## src/design/zcpm_pkg.sv

```systemverilog
// Types and constants of the zero-crossing phase meter.
// Used by the phase unit, the top level and the checker; depends on nothing.
package zcpm_pkg;

  // Result field widths
  localparam int DELTA_W  = 24;
  localparam int PERIOD_W = 25;
  localparam int PHASE_W  = 16;
  localparam int REP_W    = 17;
  localparam int OFFSET_W = 16;

  // Counter extension wide enough for twice the widest counter
  localparam int CNT_EXT_W = 33;

  localparam logic [DELTA_W-1:0]  DELTA_MAX  = 24'd16777215;
  localparam logic [PERIOD_W-1:0] PERIOD_MAX = 25'd33554431;

  // delta * 36000 = (delta * 1125) << 5
  localparam int             MUL_K_W   = 11;
  localparam logic [10:0]    MUL_K     = 11'd1125;
  localparam int             MUL_SHIFT = 5;
  localparam int             ACC_W     = DELTA_W + MUL_K_W;

  // Quotient is 17 bits; anything above that saturates anyway
  localparam int               QUOT_W    = 17;
  localparam int               STEP_CW   = 5;
  localparam logic [16:0]      RAW_MAX   = 17'd54000;
  localparam logic [16:0]      HALF_TURN = 17'd18000;
  localparam logic [16:0]      FULL_TURN = 17'd36000;

  // Configuration port
  localparam int                   ADDR_W       = 3;
  localparam logic                 REG_OFFSET   = 1'b0;
  localparam logic signed [15:0]   OFFSET_RESET = 16'sd200;

  typedef enum logic [2:0] {
    STEP_WAIT_LOW      = 3'd0,
    STEP_WAIT_HIGH     = 3'd1,
    STEP_COUNT_HIGH    = 3'd2,
    STEP_WAIT_RISE     = 3'd3,
    STEP_WAIT_SIG_LOW  = 3'd4,
    STEP_WAIT_SIG_HIGH = 3'd5
  } meas_step_t;

  typedef enum logic [2:0] {
    CALC_IDLE  = 3'd0,
    CALC_MUL   = 3'd1,
    CALC_CHECK = 3'd2,
    CALC_DIV   = 3'd3,
    CALC_DONE  = 3'd4
  } calc_state_t;

  typedef struct packed {
    logic start;
    logic take;
  } calc_ctl_t;

  typedef struct packed {
    logic busy;
    logic done;
  } calc_sts_t;

endpackage

```

## src/design/zero_crossing_phase_meter.sv

```systemverilog
// Zero-crossing phase meter top level: tick sequencer, result register, APB offset.
// Depends on zcpm_pkg and zcpm_phase_calc.
//
//   channel  handshake                 payload
//   tick     tick_valid / tick_stall   ref_level, sig_level
//   result   result_valid / result_stall
//                                      period_count, delay_count, phase_centideg,
//                                      reported_centideg, out_of_range
//   config   APB psel/penable/pwrite   paddr, pwdata, prdata (offset at 0)
//
// A tick is taken every cycle while the phase unit is idle.
// The tick that closes a phase measurement starts the unit: the multiply, the range
// check, the divide and the done state hold tick_stall high (the divide is skipped
// when the quotient reaches 2^17 or the period is zero), and the done state lasts
// while the result register is full and stalled.
// Reset returns the sequencer to waiting for reference low, clears counters
// and the saturation flag, and loads the offset with 200.
module zero_crossing_phase_meter #(
  parameter int COUNT_BITS = 24
) (
  input  logic                                 clk,
  input  logic                                 rst,
  input  logic                                 tick_valid,
  output logic                                 tick_stall,
  input  logic                                 ref_level,
  input  logic                                 sig_level,
  output logic                                 result_valid,
  input  logic                                 result_stall,
  output logic [zcpm_pkg::PERIOD_W-1:0]        period_count,
  output logic [zcpm_pkg::DELTA_W-1:0]         delay_count,
  output logic signed [zcpm_pkg::PHASE_W-1:0]  phase_centideg,
  output logic signed [zcpm_pkg::REP_W-1:0]    reported_centideg,
  output logic                                 out_of_range,
  input  logic                                 psel,
  input  logic                                 penable,
  input  logic                                 pwrite,
  input  logic [zcpm_pkg::ADDR_W-1:0]          paddr,
  input  logic [31:0]                          pwdata,
  output logic [31:0]                          prdata,
  output logic                                 pready
);

  localparam logic [COUNT_BITS-1:0] CNT_MAX = '1;
  localparam int EXT_W = zcpm_pkg::CNT_EXT_W;

  zcpm_pkg::meas_step_t meas_step, meas_step_next;

  logic [COUNT_BITS-1:0]                tick_count, tick_count_next;
  logic [COUNT_BITS-1:0]                half_period, half_period_next;
  logic                                 sat_flag, sat_flag_next;
  logic signed [zcpm_pkg::OFFSET_W-1:0] offset;

  logic                  tick_take;
  logic                  emit;
  logic                  cnt_sat;
  logic [COUNT_BITS-1:0] cnt_inc;
  logic [EXT_W-1:0]      delta_ext;
  logic [EXT_W-1:0]      period_ext;
  logic                  delta_cap;
  logic                  period_cap;
  logic [zcpm_pkg::DELTA_W-1:0]  emit_delta;
  logic [zcpm_pkg::PERIOD_W-1:0] emit_period;
  logic                  emit_flag;

  zcpm_pkg::calc_ctl_t calc_ctl;
  zcpm_pkg::calc_sts_t calc_sts;
  logic [zcpm_pkg::PERIOD_W-1:0]        calc_period;
  logic [zcpm_pkg::DELTA_W-1:0]         calc_delta;
  logic signed [zcpm_pkg::PHASE_W-1:0]  calc_phase;
  logic                                 calc_flag;
  logic signed [zcpm_pkg::REP_W-1:0]    rep_value;
  logic                                 cfg_write;
  logic                                 reg_sel;

  assign tick_stall = calc_sts.busy;
  assign tick_take  = tick_valid & ~tick_stall;

  assign cnt_sat = (tick_count == CNT_MAX);
  assign cnt_inc = cnt_sat ? CNT_MAX : tick_count + 1'b1;

  always_comb begin
    meas_step_next   = meas_step;
    tick_count_next  = tick_count;
    half_period_next = half_period;
    sat_flag_next    = sat_flag;
    emit             = 1'b0;
    if (tick_take) begin
      unique case (meas_step)
        zcpm_pkg::STEP_WAIT_HIGH: begin
          if (ref_level) begin
            tick_count_next = '0;
            meas_step_next  = zcpm_pkg::STEP_COUNT_HIGH;
          end
        end
        zcpm_pkg::STEP_COUNT_HIGH: begin
          tick_count_next = cnt_inc;
          sat_flag_next   = sat_flag | cnt_sat;
          if (!ref_level) begin
            half_period_next = cnt_inc;
            meas_step_next   = zcpm_pkg::STEP_WAIT_RISE;
          end
        end
        zcpm_pkg::STEP_WAIT_RISE: begin
          if (ref_level) begin
            tick_count_next = '0;
            meas_step_next  = zcpm_pkg::STEP_WAIT_SIG_LOW;
          end
        end
        zcpm_pkg::STEP_WAIT_SIG_LOW: begin
          tick_count_next = cnt_inc;
          sat_flag_next   = sat_flag | cnt_sat;
          if (!sig_level) begin
            meas_step_next = zcpm_pkg::STEP_WAIT_SIG_HIGH;
          end
        end
        zcpm_pkg::STEP_WAIT_SIG_HIGH: begin
          tick_count_next = cnt_inc;
          sat_flag_next   = sat_flag | cnt_sat;
          if (sig_level) begin
            emit           = 1'b1;
            sat_flag_next  = 1'b0;
            meas_step_next = zcpm_pkg::STEP_WAIT_LOW;
          end
        end
        default: begin
          // also catches unused step codes
          meas_step_next = ref_level ? zcpm_pkg::STEP_WAIT_LOW : zcpm_pkg::STEP_WAIT_HIGH;
        end
      endcase
    end
  end

  // Clamp the measurement to the result field widths
  always_comb begin
    delta_ext   = EXT_W'(cnt_inc);
    period_ext  = EXT_W'(half_period) << 1;
    delta_cap   = delta_ext > EXT_W'(zcpm_pkg::DELTA_MAX);
    period_cap  = period_ext > EXT_W'(zcpm_pkg::PERIOD_MAX);
    emit_delta  = delta_cap ? zcpm_pkg::DELTA_MAX : delta_ext[zcpm_pkg::DELTA_W-1:0];
    emit_period = period_cap ? zcpm_pkg::PERIOD_MAX : period_ext[zcpm_pkg::PERIOD_W-1:0];
    emit_flag   = sat_flag | cnt_sat | delta_cap | period_cap;
  end

  always_ff @(posedge clk) begin
    if (rst) begin
      meas_step   <= zcpm_pkg::STEP_WAIT_LOW;
      tick_count  <= '0;
      half_period <= '0;
      sat_flag    <= 1'b0;
    end else begin
      meas_step   <= meas_step_next;
      tick_count  <= tick_count_next;
      half_period <= half_period_next;
      sat_flag    <= sat_flag_next;
    end
  end

  assign calc_ctl.start = emit;
  assign calc_ctl.take  = calc_sts.done & (~result_valid | ~result_stall);

  zcpm_phase_calc u_calc (
    .clk        (clk),
    .rst        (rst),
    .ctl        (calc_ctl),
    .op_delta   (emit_delta),
    .op_period  (emit_period),
    .op_flag    (emit_flag),
    .sts        (calc_sts),
    .res_period (calc_period),
    .res_delta  (calc_delta),
    .res_phase  (calc_phase),
    .res_flag   (calc_flag)
  );

  assign rep_value = zcpm_pkg::REP_W'(offset) - zcpm_pkg::REP_W'(calc_phase);

  // Result register
  always_ff @(posedge clk) begin
    if (rst) begin
      result_valid <= 1'b0;
    end else if (calc_ctl.take) begin
      result_valid <= 1'b1;
    end else if (!result_stall) begin
      result_valid <= 1'b0;
    end
  end

  always_ff @(posedge clk) begin
    if (calc_ctl.take) begin
      period_count      <= calc_period;
      delay_count       <= calc_delta;
      phase_centideg    <= calc_phase;
      reported_centideg <= rep_value;
      out_of_range      <= calc_flag;
    end
  end

  // APB offset register
  assign pready    = 1'b1;
  assign reg_sel   = (paddr[zcpm_pkg::ADDR_W-1] == zcpm_pkg::REG_OFFSET);
  assign cfg_write = psel & penable & pwrite & pready;

  always_ff @(posedge clk) begin
    if (rst) begin
      offset <= zcpm_pkg::OFFSET_RESET;
    end else if (cfg_write && reg_sel) begin
      offset <= pwdata[zcpm_pkg::OFFSET_W-1:0];
    end
  end

  assign prdata = reg_sel ? 32'(offset) : '0;

endmodule

```

## src/design/zcpm_phase_calc.sv

```systemverilog
// Phase unit: bit-serial delta*36000, then restoring division by the period.
// Depends on zcpm_pkg.
module zcpm_phase_calc (
  input  logic                                 clk,
  input  logic                                 rst,
  input  zcpm_pkg::calc_ctl_t                  ctl,
  input  logic [zcpm_pkg::DELTA_W-1:0]         op_delta,
  input  logic [zcpm_pkg::PERIOD_W-1:0]        op_period,
  input  logic                                 op_flag,
  output zcpm_pkg::calc_sts_t                  sts,
  output logic [zcpm_pkg::PERIOD_W-1:0]        res_period,
  output logic [zcpm_pkg::DELTA_W-1:0]         res_delta,
  output logic signed [zcpm_pkg::PHASE_W-1:0]  res_phase,
  output logic                                 res_flag
);

  localparam int ACC_W  = zcpm_pkg::ACC_W;
  localparam int QUOT_W = zcpm_pkg::QUOT_W;
  localparam int PER_W  = zcpm_pkg::PERIOD_W;
  localparam int LOW_W  = QUOT_W - zcpm_pkg::MUL_SHIFT;
  localparam int HI_W   = ACC_W - LOW_W;

  zcpm_pkg::calc_state_t state, state_next;

  logic [zcpm_pkg::STEP_CW-1:0]  bit_cnt;
  logic [ACC_W-1:0]              acc;
  logic [PER_W-1:0]              rem;
  logic [QUOT_W-1:0]             num;
  logic [QUOT_W-1:0]             quot;
  logic                          ovf;
  logic [zcpm_pkg::DELTA_W-1:0]  delta_r;
  logic [PER_W-1:0]              period_r;
  logic                          flag_r;

  logic [ACC_W-1:0]  acc_add;
  logic [PER_W-1:0]  hi_part;
  logic              hi_ovf;
  logic [PER_W:0]    rem_sh;
  logic              rem_ge;
  logic [PER_W:0]    rem_sub;
  logic              last_bit;
  logic              raw_sat;
  logic [QUOT_W-1:0] raw;
  logic [QUOT_W-1:0] phase_wide;

  assign acc_add  = zcpm_pkg::MUL_K[bit_cnt[3:0]] ? ACC_W'(delta_r) : '0;
  assign hi_part  = PER_W'(acc[ACC_W-1:LOW_W]);
  assign hi_ovf   = (hi_part >= period_r);
  assign rem_sh   = {rem, num[QUOT_W-1]};
  assign rem_ge   = (rem_sh >= {1'b0, period_r});
  assign rem_sub  = rem_sh - {1'b0, period_r};
  assign last_bit = (bit_cnt == '0);

  always_ff @(posedge clk) begin
    if (rst) begin
      state <= zcpm_pkg::CALC_IDLE;
    end else begin
      state <= state_next;
    end
  end

  always_comb begin
    state_next = state;
    sts.busy   = 1'b1;
    sts.done   = 1'b0;
    unique case (state)
      zcpm_pkg::CALC_IDLE: begin
        sts.busy = 1'b0;
        if (ctl.start) begin
          state_next = zcpm_pkg::CALC_MUL;
        end
      end
      zcpm_pkg::CALC_MUL: begin
        if (last_bit) begin
          state_next = zcpm_pkg::CALC_CHECK;
        end
      end
      zcpm_pkg::CALC_CHECK: begin
        state_next = hi_ovf ? zcpm_pkg::CALC_DONE : zcpm_pkg::CALC_DIV;
      end
      zcpm_pkg::CALC_DIV: begin
        if (last_bit) begin
          state_next = zcpm_pkg::CALC_DONE;
        end
      end
      zcpm_pkg::CALC_DONE: begin
        sts.done = 1'b1;
        if (ctl.take) begin
          state_next = zcpm_pkg::CALC_IDLE;
        end
      end
      default: begin
        state_next = zcpm_pkg::CALC_IDLE;
      end
    endcase
  end

  // Datapath
  always_ff @(posedge clk) begin
    unique case (state)
      zcpm_pkg::CALC_IDLE: begin
        if (ctl.start) begin
          delta_r  <= op_delta;
          period_r <= op_period;
          flag_r   <= op_flag;
          acc      <= '0;
          bit_cnt  <= zcpm_pkg::STEP_CW'(zcpm_pkg::MUL_K_W - 1);
        end
      end
      zcpm_pkg::CALC_MUL: begin
        acc <= {acc[ACC_W-2:0], 1'b0} + acc_add;
        if (!last_bit) begin
          bit_cnt <= bit_cnt - 1'b1;
        end
      end
      zcpm_pkg::CALC_CHECK: begin
        // quotient of 2^17 or more (or a zero period) saturates at once
        ovf     <= hi_ovf;
        rem     <= hi_part;
        num     <= {acc[LOW_W-1:0], zcpm_pkg::MUL_SHIFT'(0)};
        quot    <= '0;
        bit_cnt <= zcpm_pkg::STEP_CW'(QUOT_W - 1);
      end
      zcpm_pkg::CALC_DIV: begin
        rem  <= rem_ge ? rem_sub[PER_W-1:0] : rem_sh[PER_W-1:0];
        num  <= {num[QUOT_W-2:0], 1'b0};
        quot <= {quot[QUOT_W-2:0], rem_ge};
        if (!last_bit) begin
          bit_cnt <= bit_cnt - 1'b1;
        end
      end
      default: begin
      end
    endcase
  end

  // Saturate the ratio and wrap it into the half turn around zero
  always_comb begin
    raw_sat    = ovf || (quot > zcpm_pkg::RAW_MAX);
    raw        = raw_sat ? zcpm_pkg::RAW_MAX : quot;
    phase_wide = (raw > zcpm_pkg::HALF_TURN) ? (raw - zcpm_pkg::FULL_TURN) : raw;
  end

  assign res_period = period_r;
  assign res_delta  = delta_r;
  assign res_phase  = phase_wide[zcpm_pkg::PHASE_W-1:0];
  assign res_flag   = flag_r | raw_sat;

endmodule

```

## config.mk

```make
export PLATFORM = sky130hd
export DESIGN_NAME = zero_crossing_phase_meter
export DESIGN_NICKNAME = d
export VERILOG_FILES = /design/src/design/zcpm_pkg.sv /design/src/design/zero_crossing_phase_meter.sv /design/src/design/zcpm_phase_calc.sv
export SDC_FILE = /design/constraint.sdc
export NUM_CORES = 1
export LEC_CHECK = 0
export BUFFER_PORTS_ARGS = -buffer_cell sky130_fd_sc_hd__clkbuf_2
export CORE_MARGIN = 3
export CORE_UTILIZATION = 51
export DETAILED_ROUTE_END_ITERATION = 12
export MAX_ROUTING_LAYER = met4
export PLACE_DENSITY = 0.73
export SLEW_MARGIN = 25
export SYNTH_ARGS = -nofsm -noshare
export SYNTH_HDL_FRONTEND = slang
export SYNTH_SLANG_ARGS = --single-unit
export TNS_END_PERCENT = 50
```

## constraint.sdc

```tcl
create_clock -name clk -period 8.3 [get_ports clk]
set_clock_uncertainty 0.1 [all_clocks]
set_input_delay 0.83 -clock clk [delete_from_list [all_inputs] [get_ports clk]]
set_output_delay 0.83 -clock clk [all_outputs]
set_load 0.005 [all_outputs]
```

# ---- Word level (Yosys, flattened, before mapping)
# Memory sizes are Yosys's and may differ from the RTL's. A register that Yosys moved wholly into a read port is not among the register bits.
# Index checks and enable logic that the tools add are counted.
dict set report totals {
  register_bits 305
  latch_bits 0
  mem_bits_rw 0
  mem_bits_ro 16
  input_bits 44
  output_inout_bits 118
  memories 1
}
# name depth width read_ports rd_clocked_by_memory_dff write_ports line_no
set mem_list {}
lappend mem_list {{(name not given)} 16 1 1 1 0 zcpm_phase_calc.sv:46} ;# assign acc_add = zcpm_pkg::MUL_K[bit_cnt[3:0]] ? ACC_W'(delta_r) : '0;
dict set report classes {
  add_sub_neg 6
  multipliers 0
  div 0
  n_lt_le_gt_ge 6
  eq_ne 22
  shift 0
  mux 41
  bitwise 12
  reduce_logical 21
}
# operator count
set ops {}
lappend ops {{$mux 24} 3}
lappend ops {{$pmux 35 s2} 1}
lappend ops {{$pmux 17 s2} 2}
lappend ops {{$pmux 25 s2} 1}
lappend ops {{$pmux 24 s2} 1}
lappend ops {{$add 35x35->35} 1}
lappend ops {{$mux 35} 1}
lappend ops {{$mux 32} 1}
lappend ops {{$mux 3} 10}
lappend ops {{$pmux 3 s5} 2}
lappend ops {{$ge 26x25->1} 1}
lappend ops {{$ge 23x25->1} 1}
lappend ops {{$gt 25x25->1 const B} 1}
lappend ops {{$mux 25} 1}
lappend ops {{$sub 25x25->25} 1}
lappend ops {{$add 24x1->24 const B} 1}
lappend ops {{$eq 24x24->1 const B} 1}
lappend ops {{$gt 17x15->1 const B} 1}
lappend ops {{$gt 17x16->1 const B} 1}
lappend ops {{$mux 17} 1}
lappend ops {{$sub 16x16->17} 1}
lappend ops {{$mux 16} 1}
lappend ops {{$ne 2x2->1 const B} 8}
lappend ops {{$sub 16x16->16 const B} 1}
lappend ops {{26 further kinds} 64}

# ---- Logic depth before layout (Yosys ltp)
# Gate-level depths: netlist of the first run.
dict set report depth {
  depth_word 6
  ltp_mapped 21
  depth_no_buf 19
}

# ---- Hierarchy
# A second synthesis of the first run with hierarchy kept.
dict set report unflattened {
  hier_cells 1543
  hier_area_um2 16214.3
}
# mod instances cells_each area_per_inst_um2 seq_area_each_um2
set modules_own_cells {}
lappend modules_own_cells {zcpm_phase_calc 1 872 9170.0 4434.3}
lappend modules_own_cells {zero_crossing_phase_meter 1 671 7044.3 3873.7}

# ---- Worst setup path after synthesis of the first run
# No wires, ideal clock.
dict set report synth_path {
  path_kind {input to register}
  startpoint {input tick_valid}
  endpoint {register u_calc.acc[0], enable pin}
  setup_time_ns 0.470
  t_arrival_ns 5.833
  slack_ns 1.896
  path_stages 4
  n_path_buf 0
  cell_sequence {nand3b_1 nor2_1 nor2_1 nor3_1}
}
dict set report synth_via {
  elab_chain_cells 4
}
# item line_no
set synth_lines {}
lappend synth_lines {{start: declaration} zero_crossing_phase_meter.sv:23} ;# input logic tick_valid,
lappend synth_lines {{$and 1x1->1} zero_crossing_phase_meter.sv:76} ;# assign tick_take = tick_valid & ~tick_stall;
lappend synth_lines {{$mux 1} zero_crossing_phase_meter.sv:87} ;# if (tick_take) begin
lappend synth_lines {{$ne 2x2->1 (no source line)} --}
lappend synth_lines {{$reduce_and 2->1 (no source line)} --}
lappend synth_lines {{end signal: assignment} zcpm_phase_calc.sv:111} ;# acc <= {acc[ACC_W-2:0], 1'b0} + acc_add;
lappend synth_lines {{end: declaration} zcpm_phase_calc.sv:26} ;# logic [ACC_W-1:0] acc;
# No other way between the ends.
# A chain may end at the register's enable or synchronous reset.

# ---- Worst setup path after layout of the first run
dict set report layout_path {
  startpoint {register u_calc.quot[13]}
  endpoint {register reported_centideg[15] (netlist bit) (data pin)}
}
dict set report layout_via {
  elab_chain_cells 6
  elab_cells_between_ends 7
}
# item line_no
set layout_lines {}
lappend layout_lines {{start: declaration} zcpm_phase_calc.sv:29} ;# logic [QUOT_W-1:0] quot;
lappend layout_lines {{start signal: assignment} zcpm_phase_calc.sv:127} ;# quot <= {quot[QUOT_W-2:0], rem_ge};
lappend layout_lines {{$gt 17x16->1} zcpm_phase_calc.sv:139} ;# raw_sat = ovf || (quot > zcpm_pkg::RAW_MAX);
lappend layout_lines {{$logic_or 1x1->1} zcpm_phase_calc.sv:139}
lappend layout_lines {{$mux 17 (*)} zcpm_phase_calc.sv:140} ;# raw = raw_sat ? zcpm_pkg::RAW_MAX : quot;
lappend layout_lines {{$sub 16x16->16 / $gt 17x15->1 (equally long branches)} zcpm_phase_calc.sv:141} ;# phase_wide = (raw > zcpm_pkg::HALF_TURN) ? (raw - zcpm_pkg::FULL_TURN) : raw;
lappend layout_lines {{$mux 16 (*)} zcpm_phase_calc.sv:141}
lappend layout_lines {{$sub 16x16->17 (*)} zero_crossing_phase_meter.sv:175} ;# assign rep_value = zcpm_pkg::REP_W'(offset) - zcpm_pkg::REP_W'(calc_phase);
lappend layout_lines {{named net rep_value, one bit} zero_crossing_phase_meter.sv:71} ;# logic signed [zcpm_pkg::REP_W-1:0] rep_value;
lappend layout_lines {{end signal: assignment} zero_crossing_phase_meter.sv:193} ;# reported_centideg <= rep_value;
lappend layout_lines {{end: declaration} zero_crossing_phase_meter.sv:32} ;# output logic signed [zcpm_pkg::REP_W-1:0] reported_centideg,
# Mark *: on every way through the listed nets, which the timed path passes. The rest lies on a longest branch.

==> impl_results.md, run 1 <==
- Peak VDD IR: 0.000116 V
- Mean Syn Cell Area: roughly 10 µm²
- Largest family of logic cells by synthesized area: simple AND/OR/NAND/NOR gates
- WS Path Type: reg -> reg
- Die area: 0.0329 mm²
- Max incr delay on CP: 0.60 ns
- CP endpoint kind: register
- WL met1: 16900 µm
- Logic pwr share: between 1 and 1.5%
- Filler cell count: 2521
- Slew margin rel.: 33.9%
- Die Wd: 181 µm
- Synth Area in Simple Gates: 18.6%
- First-pass DRT Iterations: 7
- Initial antenna violation count: 0
- Hold Violations, Final: 0
- Final ANT Viol Nets: 0
- Clock edge transition at the registers on the reported setup and hold paths: 0.06 ns
- Wire length on met3: 2150 µm
- Metal2 WL: 17200 µm
- Post-DP HPWL: 26500 µm
- Sw frac: 21.1%
- Outcome: complete, no violations
- # diodes: 0
- Residual DRC count: 0
- Vias per cell: 5.70
- Worst path bufs/invs: 0
- Syn. warnings: 0
- Post-CTS Setup Bufs: 0
- Switching pwr: approximately 650 µW
- Tcrit/Tclk final: 61.6%
- Die height: 181 µm
- Min cycle time layout: roughly 5.1 ns
- Grt total ovfl: 0
- Synth cell types: 85
- First-pass GRT wire length: between 60000 and 70000 µm
- CTS max path bufs: 3
- Cell mode on critical path: a21oi_2
- CTS tree: done
- Vias: approximately 12000
- Cell family contributing the most delay on the critical path: compound AO/OA/AOI/OAI gates
- Compound-gate portion of the synthesized area: 12.5%
- Worst min path class: reg -> reg
- Synthesized cell area: 0.0157 mm²
- Max Slew Vio Count: 0
- Power per cell area: 174 mW/mm²
- Starting density of the core: 52.4%
- Arrival time at the worst endpoint: 5.28 ns
- Reg power frac: 51.8%
- Mapped Cells: 1535
- Core area: ~0.030 mm²
- Row cnt: 63
- Synth Flop Type: edfxtp_1
- Cell internal pwr: 2.43 mW
- DR iter-0 viols: between 1000 and 1500
- Mux cell area share after synthesis: 0.399%
- Routed WL: 37000 µm
- Max-cap viol count: 0
- Drt wl/cell: 17.9 µm
- Unrepaired setup endpoints after global routing: no
- Clock Tree Root: clkbuf_16
- Sequential-to-total area share from yosys stat: between 50% and 60%
- XOR/XNOR Fraction of Synth Area: 4.80%
- Top Metal Used: met4
- Ordered list of cells on the worst path: or4_4 -> nor2_4 -> a21oi_2 -> a21oi_2 -> nand2_1 -> ha_1 -> o21a_1 -> o31a_1 -> o21ai_0 -> o311ai_0 -> o2111ai_2 -> a31oi_1 -> o32ai_1 -> nor3_1 -> a41oi_1 -> nand4_1 -> o211ai_1 -> xnor2_1
- Largest net degree at the start of global routing: 73
- Layout cell share with drive strength beyond 1: 14.6%
- Crit path required time: roughly 8.5 ns
- Nature of the critical path startpoint: register
- Number of synthesized flops with an enable pin: approximately 230
- Commonest non-fill, non-tap cells in the layout: edfxtp_1, nor2_1, nand2_1
- Hold Slack: 0.318 ns
- Syn Nets: 1663
- CP max-delay cell: or4_4
- Async set-or-reset flop fraction in the synthesized netlist: 0%
- Clock share of power: 46.8%
- Layout area overhead: 12.8%
- #FFs+latches synth: 299
- Slew at the pin with the worst max-slew slack: roughly 0.99 ns
- Worst-Skew Late Latency: 0.51 ns
- Clk sink count: 299
- Final Net Count: 1776
- GRT Util Overall: a little under a quarter
- Commonest non-fill, non-tap cell in the layout: edfxtp_1
- Port Buf Inserts: 141
- Boundary pin count: 162
- Number of global-route vias before repair: around 11000
- CTS Buf Count: 34
- PostCTS Resize Cnt: 0
- Peak Freq: 0.196 GHz
- Synth Area in Adders: between 6 and 7%
- Setup_tns: 0 ns
- Endpoints failing setup: 0
- CP Max Fanout: 11
- # H-tree levels: 2
- Pleak: 7.44 nW
- Hold Buf Count CTS: 0
- Gpl congestion: 0.901
## routing by layer
| metal | vias to the layer above | GRT usage [%] |
|---|---|---|
| li1 | 5697 | - |
| met1 | 5633 | 32.2 |
| met2 | 377 | 36.0 |
| met3 | 55 | 2.96 |
| met4 | 0 | 5.79 |
| met5 | - | - |
## power by group through the flow
stage	Clock [mW]	Sequential, mW	Combinational, mW
after floorplan	0	1.62	0.0302
after global placement	0	1.63	0.0420
after detailed placement	0	1.63	0.0428
after CTS	1.45	1.59	0.0431
after global routing	1.52	1.59	0.0484
final	1.44	1.59	0.0429
## sequential cells by signal, summed over array words and instances (netlist names), 24 cells and up, named ones only
register	cells
half_period	24
u_calc.res_delta	24
u_calc.res_period	24
delay_count	24
tick_count	24
period_count	24
u_calc.acc	35
u_calc.rem	25
## kinds of logic (layout without fill, tap and decap cells)
family / Yosys count / count (layout)
compound gates: 301 / 301
xor+xnor: 86 / 86
fa+ha+maj: 86 / 86
buf+inv: 146 / 284
flops: 299 / 299
mux: 6 / 6
other cells: 2 / 2
simple gates: 609 / 609
## per-stage QoR
stage               setup slack [ns]  instance area (µm²)  utilization [%]  std cells  power [mW]
global route                    2.79                17700             59.1       2063        3.16
floorplan                       1.90                15700                -       1535        1.65
CTS                             3.20                17700             59.1       2063        3.09
detailed placement              3.21                16600             55.5       2002        1.67
finish                          3.19                17700             59.1       2063        3.07
global placement                3.37                16600             55.4       2001        1.67
## worst paths after layout
check	slack [ns]	start	depth (start not counted)	end
worst max-delay path	3.19	u_calc.quot[13]$_SDFFCE_PN0P_	18	reported_centideg[15]$_DFFE_PP_
worst min-delay path	0.32	half_period[23]$_SDFFE_PP0P_	0	u_calc.res_period[24]$_DFFE_PP_
worst min register to register	0.32	half_period[23]$_SDFFE_PP0P_	0	u_calc.res_period[24]$_DFFE_PP_
worst max register to register	3.19	u_calc.quot[13]$_SDFFCE_PN0P_	18	reported_centideg[15]$_DFFE_PP_
## synth_stat cells, types with 30 or more instances
| cell type | instances | share of area, % |
|---|---|---|
| xor2_1 | 34 | 1.9 |
| xnor2_1 | 52 | 2.9 |
| dfxtp_1 | 73 | 9.3 |
| nor3_1 | 47 | 1.5 |
| a21oi_1 | 107 | 3.4 |
| nand2_1 | 164 | 3.9 |
| edfxtp_1 | 226 | 43 |
| and2_1 | 30 | 1.2 |
| clkbuf_1 | 50 | 1.2 |
| inv_1 | 70 | 1.7 |
| nor2_1 | 193 | 4.6 |
| o21ai_0 | 45 | 1.4 |
| ha_1 | 81 | 6.5 |
| and3_1 | 31 | 1.2 |
## final cells by class
| type | instances | area, µm² | area share, % |
|---|---|---|---|
| repair buffers | 152 | 808 | 4.57 |
| clock inverters | 20 | 148 | 0.835 |
| clock buffers | 41 | 908 | 5.14 |
| flip-flops and latches | 299 | 8250 | 46.6 |
| multi-input cells | 1090 | 6820 | 38.6 |
| inverters | 71 | 267 | 1.51 |
| well taps | 390 | 488 | 2.76 |
(Power assumes the default switching activity.)
==> inputs of run 2 (changes only) <==
==> constraint.sdc (replaced) <==
create_clock -name clk -period 4.95 [get_ports clk]
set_clock_uncertainty 0.1 [all_clocks]
set_input_delay 0.495 -clock clk [delete_from_list [all_inputs] [get_ports clk]]
set_output_delay 0.495 -clock clk [all_outputs]
set_load 0.005 [all_outputs]
==> run 2 against run 1 <==
  * Core utilization grew 0.079 points
  * Combinational power grew 69%
  * Sequential share of layout area shrank 0.062 points
  * Setup slack lost 2.9 ns
  * Final cell count grew 0.29%
  * Die area is the same
  * Non-clock buffer count grew 9
  * Critical path depth grew 1
  * Sequential power grew 68%
  * Maximum frequency grew 10%
  * Critical path type unchanged
  * Highest routed layer unchanged
==> impl_results.md, run 2 (same netlist as run 1, synthesis figures left out) <==
- First-pass GRT wire length: 58300 µm (-2.8%)
- Peak VDD IR: 0.000225 V (+94%)
- Die Wd: 181 µm (unchanged)
- Hold Slack: 0.0493 ns (-0.268 ns)
- Final Net Count: 1782 (+0.34%)
- Die area: 0.0329 mm² (unchanged)
- WS Path Type: reg -> reg
- Arrival time at the worst endpoint: 4.83 ns (-0.45 ns)
- CTS max path bufs: 3 (unchanged)
- Vias per cell: 5.71 (about the same)
- Max-cap viol count: 0 (unchanged)
- Hold Violations, Final: 0 (unchanged)
- Grt total ovfl: 0 (unchanged)
- Largest net degree at the start of global routing: 70 (-4.1%)
- Clk sink count: 299 (unchanged)
- Layout area overhead: 12.9%
- Logic pwr share: 1.4% (about the same)
- Peak Freq: 0.216 GHz (+10%)
- Port Buf Inserts: 141 (unchanged)
- Reg power frac: 53.1% (+1.3 points)
- Most flop-heavy register: u_calc.acc
- Layout Utilization: 59.1% (+0.079 points)
- Routed WL: 36700 µm (-0.82%)
- Gpl congestion: 0.948 (+5.3%)
- Final worst slack: 0.322 ns (-2.87 ns)
- Residual DRC count: 0 (unchanged)
- # H-tree levels: 1 (-1)
- CP endpoint kind: register
- Largest regs: u_calc.acc (35), u_calc.rem (25)
- GRT Util Overall: 22.2% (-0.81 points)
- CTS tree: done
- Max Slew Vio Count: 0 (unchanged)
- Cell internal pwr: 4.03 mW (+66%)
- Boundary pin count: 162 (unchanged)
- Filler cell count: 2526 (+0.20%)
- Commonest non-fill, non-tap cell in the layout: edfxtp_1
- Layout cell share with drive strength beyond 1: 15.1% (+0.54 points)
- Clock Tree Root: clkbuf_16
- CTS Buf Count: 31 (-8.8%)
- Nature of the critical path startpoint: register
- CP Max Fanout: 8 (-3)
- Commonest non-fill, non-tap cells in the layout: edfxtp_1, nor2_1, nand2_1
- Starting density of the core: 52.4% (unchanged)
- Power per cell area: 284 mW/mm² (+64%)
- Final ANT Viol Nets: 0 (unchanged)
- Min cycle time layout: 4.63 ns (-0.484 ns)
- Initial antenna violation count: 0 (unchanged)
- Total power draw: 5.03 mW (+64%)
- Pre-CTS setup slack: 0.330 ns (-2.88 ns)
- First-pass DRT Iterations: 5 (-2)
- Die height: 181 µm (unchanged)
- Clock edge transition at the registers on the reported setup and hold paths: 0.06 ns (about the same)
- Slew margin rel.: 35.1% (+1.3 points)
- Worst min path class: in -> reg
- Endpoints failing setup: 0 (unchanged)
- Clock share of power: 45.5% (-1.3 points)
- Post-DP HPWL: 26800 µm (+1.0%)
- Worst-Skew Late Latency: 0.57 ns (+0.06 ns)
- Vias: 11800 (+0.36%)
- Core area: 0.0300 mm² (unchanged)
- Setup_tns: 0 ns (unchanged)
- Outcome: complete, no violations
- Drt wl/cell: 17.7 µm (-1.1%)
- Number of flip-flops in the largest register: 35 (unchanged)
- Slew at the pin with the worst max-slew slack: 0.973 ns (-0.0189 ns)
- Sw frac: 20.0% (-1.1 points)
- Tcrit/Tclk final: 93.5% (+32 points)
- # diodes: 0 (unchanged)
- Hold Buf Count CTS: 0 (unchanged)
- DR iter-0 viols: 1086 (+2.5%)
- Pleak: 7.46 nW (+0.27%)
- Number of global-route vias before repair: 11200 (-1.2%)
- Crit path required time: 5.16 ns (-3.31 ns)
- Switching pwr: 1.01 mW (+55%)
- Row cnt: 63 (unchanged)
[run 2: cell count changes in the layout (fill, tap and decap cells not counted), moves of 3 or more]
| cell | delta |
|---|---|
| clkinv_1 | -3 |
| buf_4 | +10 |
| clkbuf_1 | +3 |
| clkbuf_8 | +4 |
| clkinvlp_4 | -3 |
| clkbuf_16 | -4 |
[run 2: worst max-delay path, cell delays in order (launching register included)]
cell	delay [ns]
edfxtp_1	0.39
buf_4	0.18
o31a_1	0.35
a311oi_4	0.47
nor2_2	0.17
xnor2_1	0.18
nand2_1	0.09
ha_1	0.34
nor2_1	0.05
nor2_1	0.12
o21ai_0	0.13
o311ai_0	0.15
o2111ai_2	0.22
a31oi_1	0.33
nor4_1	0.12
nor3_1	0.38
a41oi_1	0.20
nand4_1	0.16
o211ai_1	0.11
xnor2_1	0.14
[run 2: layout make-up]
cell class,count,area (µm²),area share (%)
Inverter,71,267,1.50
Clock inverter,14,134,0.756
Multi-Input combinational cell,1090,6850,38.7
Timing Repair Buffer,161,856,4.83
Tap cell,390,488,2.75
Clock buffer,44,875,4.94
Sequential cell,299,8250,46.6
[run 2: power groups by stage]
stage / logic (mW) / clock network, mW / registers (mW)
floorplan: 0.0508 / 0 / 2.72
global placement: 0.0697 / 0 / 2.73
detailed placement: 0.0714 / 0 / 2.73
CTS: 0.0719 / 2.33 / 2.67
global route: 0.0814 / 2.42 / 2.67
finish: 0.0724 / 2.29 / 2.67
[run 2: stage by stage]
| step | instance area [µm²] | cells |
|---|---|---|
| 3_3_place_gp | 16700 | 2007 |
| 5_1_grt | 17700 | 2069 |
| 3_5_place_dp | 16700 | 2007 |
| 4_1_cts | 17700 | 2065 |
| 2_1_floorplan | 15700 | 1535 |
| 6_report | 17700 | 2069 |
[run 2: final timing paths]
check                                                   start                         endpoint  slack (ns)  cells past startpoint
worst max-delay path            u_calc.quot[13]$_SDFFCE_PN0P_  reported_centideg[15]$_DFFE_PP_        0.32                     19
worst min-delay path                                pwdata[6]           offset[6]$_SDFFE_PP1P_        0.05                      2
worst max register to register  u_calc.quot[13]$_SDFFCE_PN0P_  reported_centideg[15]$_DFFE_PP_        0.32                     19
worst min register to register    half_period[5]$_SDFFE_PP0P_   u_calc.res_period[6]$_DFFE_PP_        0.33                      0
[run 2: metal layers]
layer / global-route usage, % / up-vias / wire (µm)
li1: - / 5714 / -
met1: 31.3 / 5680 / 16800
met2: 35.3 / 358 / 17200
met3: 2.60 / 52 / 2140
met4: 4.30 / 0 / 604
met5: - / - / 0
[run 2: timing repair]
item,CTS,global route
buffers inserted,0,4
hold endpoints to repair,0,0
gates resized for setup,0,1
setup endpoints to repair,0,2
==> inputs of run 3 (changes only) <==
--- a/config.mk
+++ b/config.mk
@@ -10,7 +10,7 @@
 export CORE_UTILIZATION = 51
 export DETAILED_ROUTE_END_ITERATION = 12
 export MAX_ROUTING_LAYER = met4
-export PLACE_DENSITY = 0.73
+export PLACE_DENSITY = 0.78
 export SLEW_MARGIN = 25
 export SYNTH_ARGS = -nofsm -noshare
 export SYNTH_HDL_FRONTEND = slang
==> run 3 against run 2 <==
  * Global-route usage increased by 0.36 points
  * Die area unchanged
  * Critical endpoint is now reported_centideg[14]$_DFFE_PP_
  * Largest power group unchanged
  * Sequential share of layout area is essentially flat
  * Maximum frequency barely moved
  * First-iteration DRC count grew 8.8%
  * Combinational power grew 0.7%
  * Hold slack worse by 0.012 ns
==> impl_results.md, run 3 (same netlist as run 1, synthesis figures left out) <==
- Commonest non-fill, non-tap cell in the layout: edfxtp_1
- Drt wl/cell: 17.9 µm (+1.0%)
- CTS tree: done
- Max incr delay on CP: 0.57 ns (+0.10 ns)
- Boundary pin count: 162 (unchanged)
- Largest net degree at the start of global routing: 83 (+19%)
- First-pass GRT wire length: 59400 µm (+1.9%)
- # H-tree levels: 1 (unchanged)
- Power per cell area: 287 mW/mm² (+0.84%)
- Die area: 0.0329 mm² (unchanged)
- Pleak: 7.45 nW (about the same)
- GRT Util Overall: 22.5% (+0.36 points)
- Max-cap viol count: 0 (unchanged)
- Tcrit/Tclk final: 93.6% (about the same)
- First-pass DRT Iterations: 6 (+1)
- Vias per cell: 5.81 (+1.8%)
- Core area: 0.0300 mm² (unchanged)
- Gpl congestion: 0.911 (-3.9%)
- Layout Utilization: 59.1% (about the same)
- Number of global-route vias before repair: 11500 (+2.2%)
- Total power draw: 5.08 mW (+0.86%)
- Final Net Count: 1779 (-0.17%)
- Die Wd: 181 µm (unchanged)
- Cell family contributing the most delay on the critical path: simple AND/OR/NAND/NOR gates
- Peak VDD IR: 0.000289 V (+28%)
- WS Path Type: reg -> reg
- Worst-Skew Late Latency: 0.57 ns (about the same)
- Ordered list of cells on the worst path: or4_4 -> nor2_2 -> nand2_1 -> and3_1 -> ha_1 -> fa_1 -> nor2b_1 -> o21ai_0 -> nand2b_1 -> a21o_1 -> a21oi_1 -> maj3_2 -> o221ai_2 -> a21oi_1 -> o31ai_2 -> maj3_2 -> a21o_1 -> xor2_1
- Grt total ovfl: 0 (unchanged)
- Largest regs: u_calc.acc (35), u_calc.rem (25)
- Endpoints failing setup: 0 (unchanged)
- Initial antenna violation count: 0 (unchanged)
- DR iter-0 viols: 1182 (+8.8%)
- Residual DRC count: 0 (unchanged)
- Worst path bufs/invs: 0 (-1)
- Slew margin rel.: 32.9% (-2.2 points)
- Starting density of the core: 52.4% (unchanged)
- Vias: 12000 (+1.7%)
- Layout area overhead: 13.0% (about the same)
- Post-DP HPWL: 26600 µm (-0.59%)
- Final ANT Viol Nets: 0 (unchanged)
- Crit path required time: 5.16 ns (about the same)
- Routed WL: 37000 µm (+0.88%)
- # diodes: 0 (unchanged)
- Max Slew Vio Count: 0 (unchanged)
- Peak Freq: 0.216 GHz (about the same)
- Clock Tree Root: clkbuf_16
- Nature of the critical path startpoint: register
- CTS max path bufs: 3 (unchanged)
- CP endpoint kind: register
- CP Max Fanout: 6 (-2)
- Commonest non-fill, non-tap cells in the layout: edfxtp_1, nor2_1, nand2_1
- Row cnt: 63 (unchanged)
- Number of flip-flops in the largest register: 35 (unchanged)
- Unrepaired setup endpoints after global routing: no
- Setup_tns: 0 ns (unchanged)
- Arrival time at the worst endpoint: 4.84 ns (about the same)
- Final worst slack: 0.317 ns (-0.00433 ns)
- Die height: 181 µm (unchanged)
- Min cycle time layout: 4.63 ns (+0.00433 ns)
- Clk sink count: 299 (unchanged)
- CP max-delay cell: or4_4
- Most flop-heavy register: u_calc.acc
- Worst min path class: in -> reg
- Hold Violations, Final: 0 (unchanged)
- CTS Buf Count: 31 (unchanged)
- Pre-CTS setup slack: 0.308 ns (-0.0218 ns)
- Port Buf Inserts: 141 (unchanged)
- Slew at the pin with the worst max-slew slack: 1.01 ns (+0.0334 ns)
- Clock edge transition at the registers on the reported setup and hold paths: 0.06 ns (about the same)
- Layout cell share with drive strength beyond 1: 15.2% (+0.087 points)
- Outcome: complete, no violations
[run 3: cell count changes in the layout (fill, tap and decap cells not counted), moves of 2 or more]
cell        delta
clkbuf_16      +2
buf_4          -4
clkinv_4       -3
clkinv_2       +4
clkbuf_8       -3
clkinv_1       -2
clkinvlp_4     +2
[run 3: metrics by stage]
| step | hold WS [ns] | cells | instance area, µm² |
|---|---|---|---|
| floorplan | 0.308 | 1535 | 15700 |
| global placement | 0.313 | 2007 | 16700 |
| detailed placement | 0.316 | 2007 | 16700 |
| CTS | 0.0134 | 2065 | 17700 |
| global route | 0.0331 | 2066 | 17700 |
| finish | 0.0377 | 2066 | 17700 |
[run 3: timing repair]
action / 4_1_cts / 5_1_grt
resized for setup: 0 / 3
setup buffers: 0 / 1
setup endpoints to repair: 0 / 4
hold buffers: 0 / 0
[run 3: path summary, 6_finish.rpt]
kind,start,endpoint,slack (ns),depth (start not counted)
max reg2reg,u_calc.quot[11]$_SDFFCE_PN0P_,reported_centideg[14]$_DFFE_PP_,0.32,18
min,pwdata[7],offset[7]$_SDFFE_PP1P_,0.04,2
max,u_calc.quot[11]$_SDFFCE_PN0P_,reported_centideg[14]$_DFFE_PP_,0.32,18
min reg2reg,half_period[9]$_SDFFE_PP0P_,u_calc.res_period[10]$_DFFE_PP_,0.33,0
[run 3: area by class of cell]
| cell class | count | area [µm²] |
|---|---|---|
| inverter | 71 | 267 |
| multi-input combinational | 1090 | 6850 |
| fill | 2509 | 12200 |
| clock inverter | 15 | 146 |
| timing repair buffer | 158 | 837 |
| clock buffer | 43 | 883 |
| tap | 390 | 488 |
| sequential | 299 | 8250 |
[run 3: layer usage]
metal | part of all wire (%) | global-route usage [%]
met5 | 0 | -
met3 | 6.6 | 2.90
met2 | 48 | 36.4
met1 | 44 | 30.7
met4 | 2.1 | 5.30
[run 3: where the power goes]
group | total, mW | internal, mW | switching [mW]
clock | 2.33 | 1.36 | 0.975
sequential | 2.67 | 2.67 | 0.00625
combinational | 0.0729 | 0.0290 | 0.0438
total | 5.08 | 4.05 | 1.03
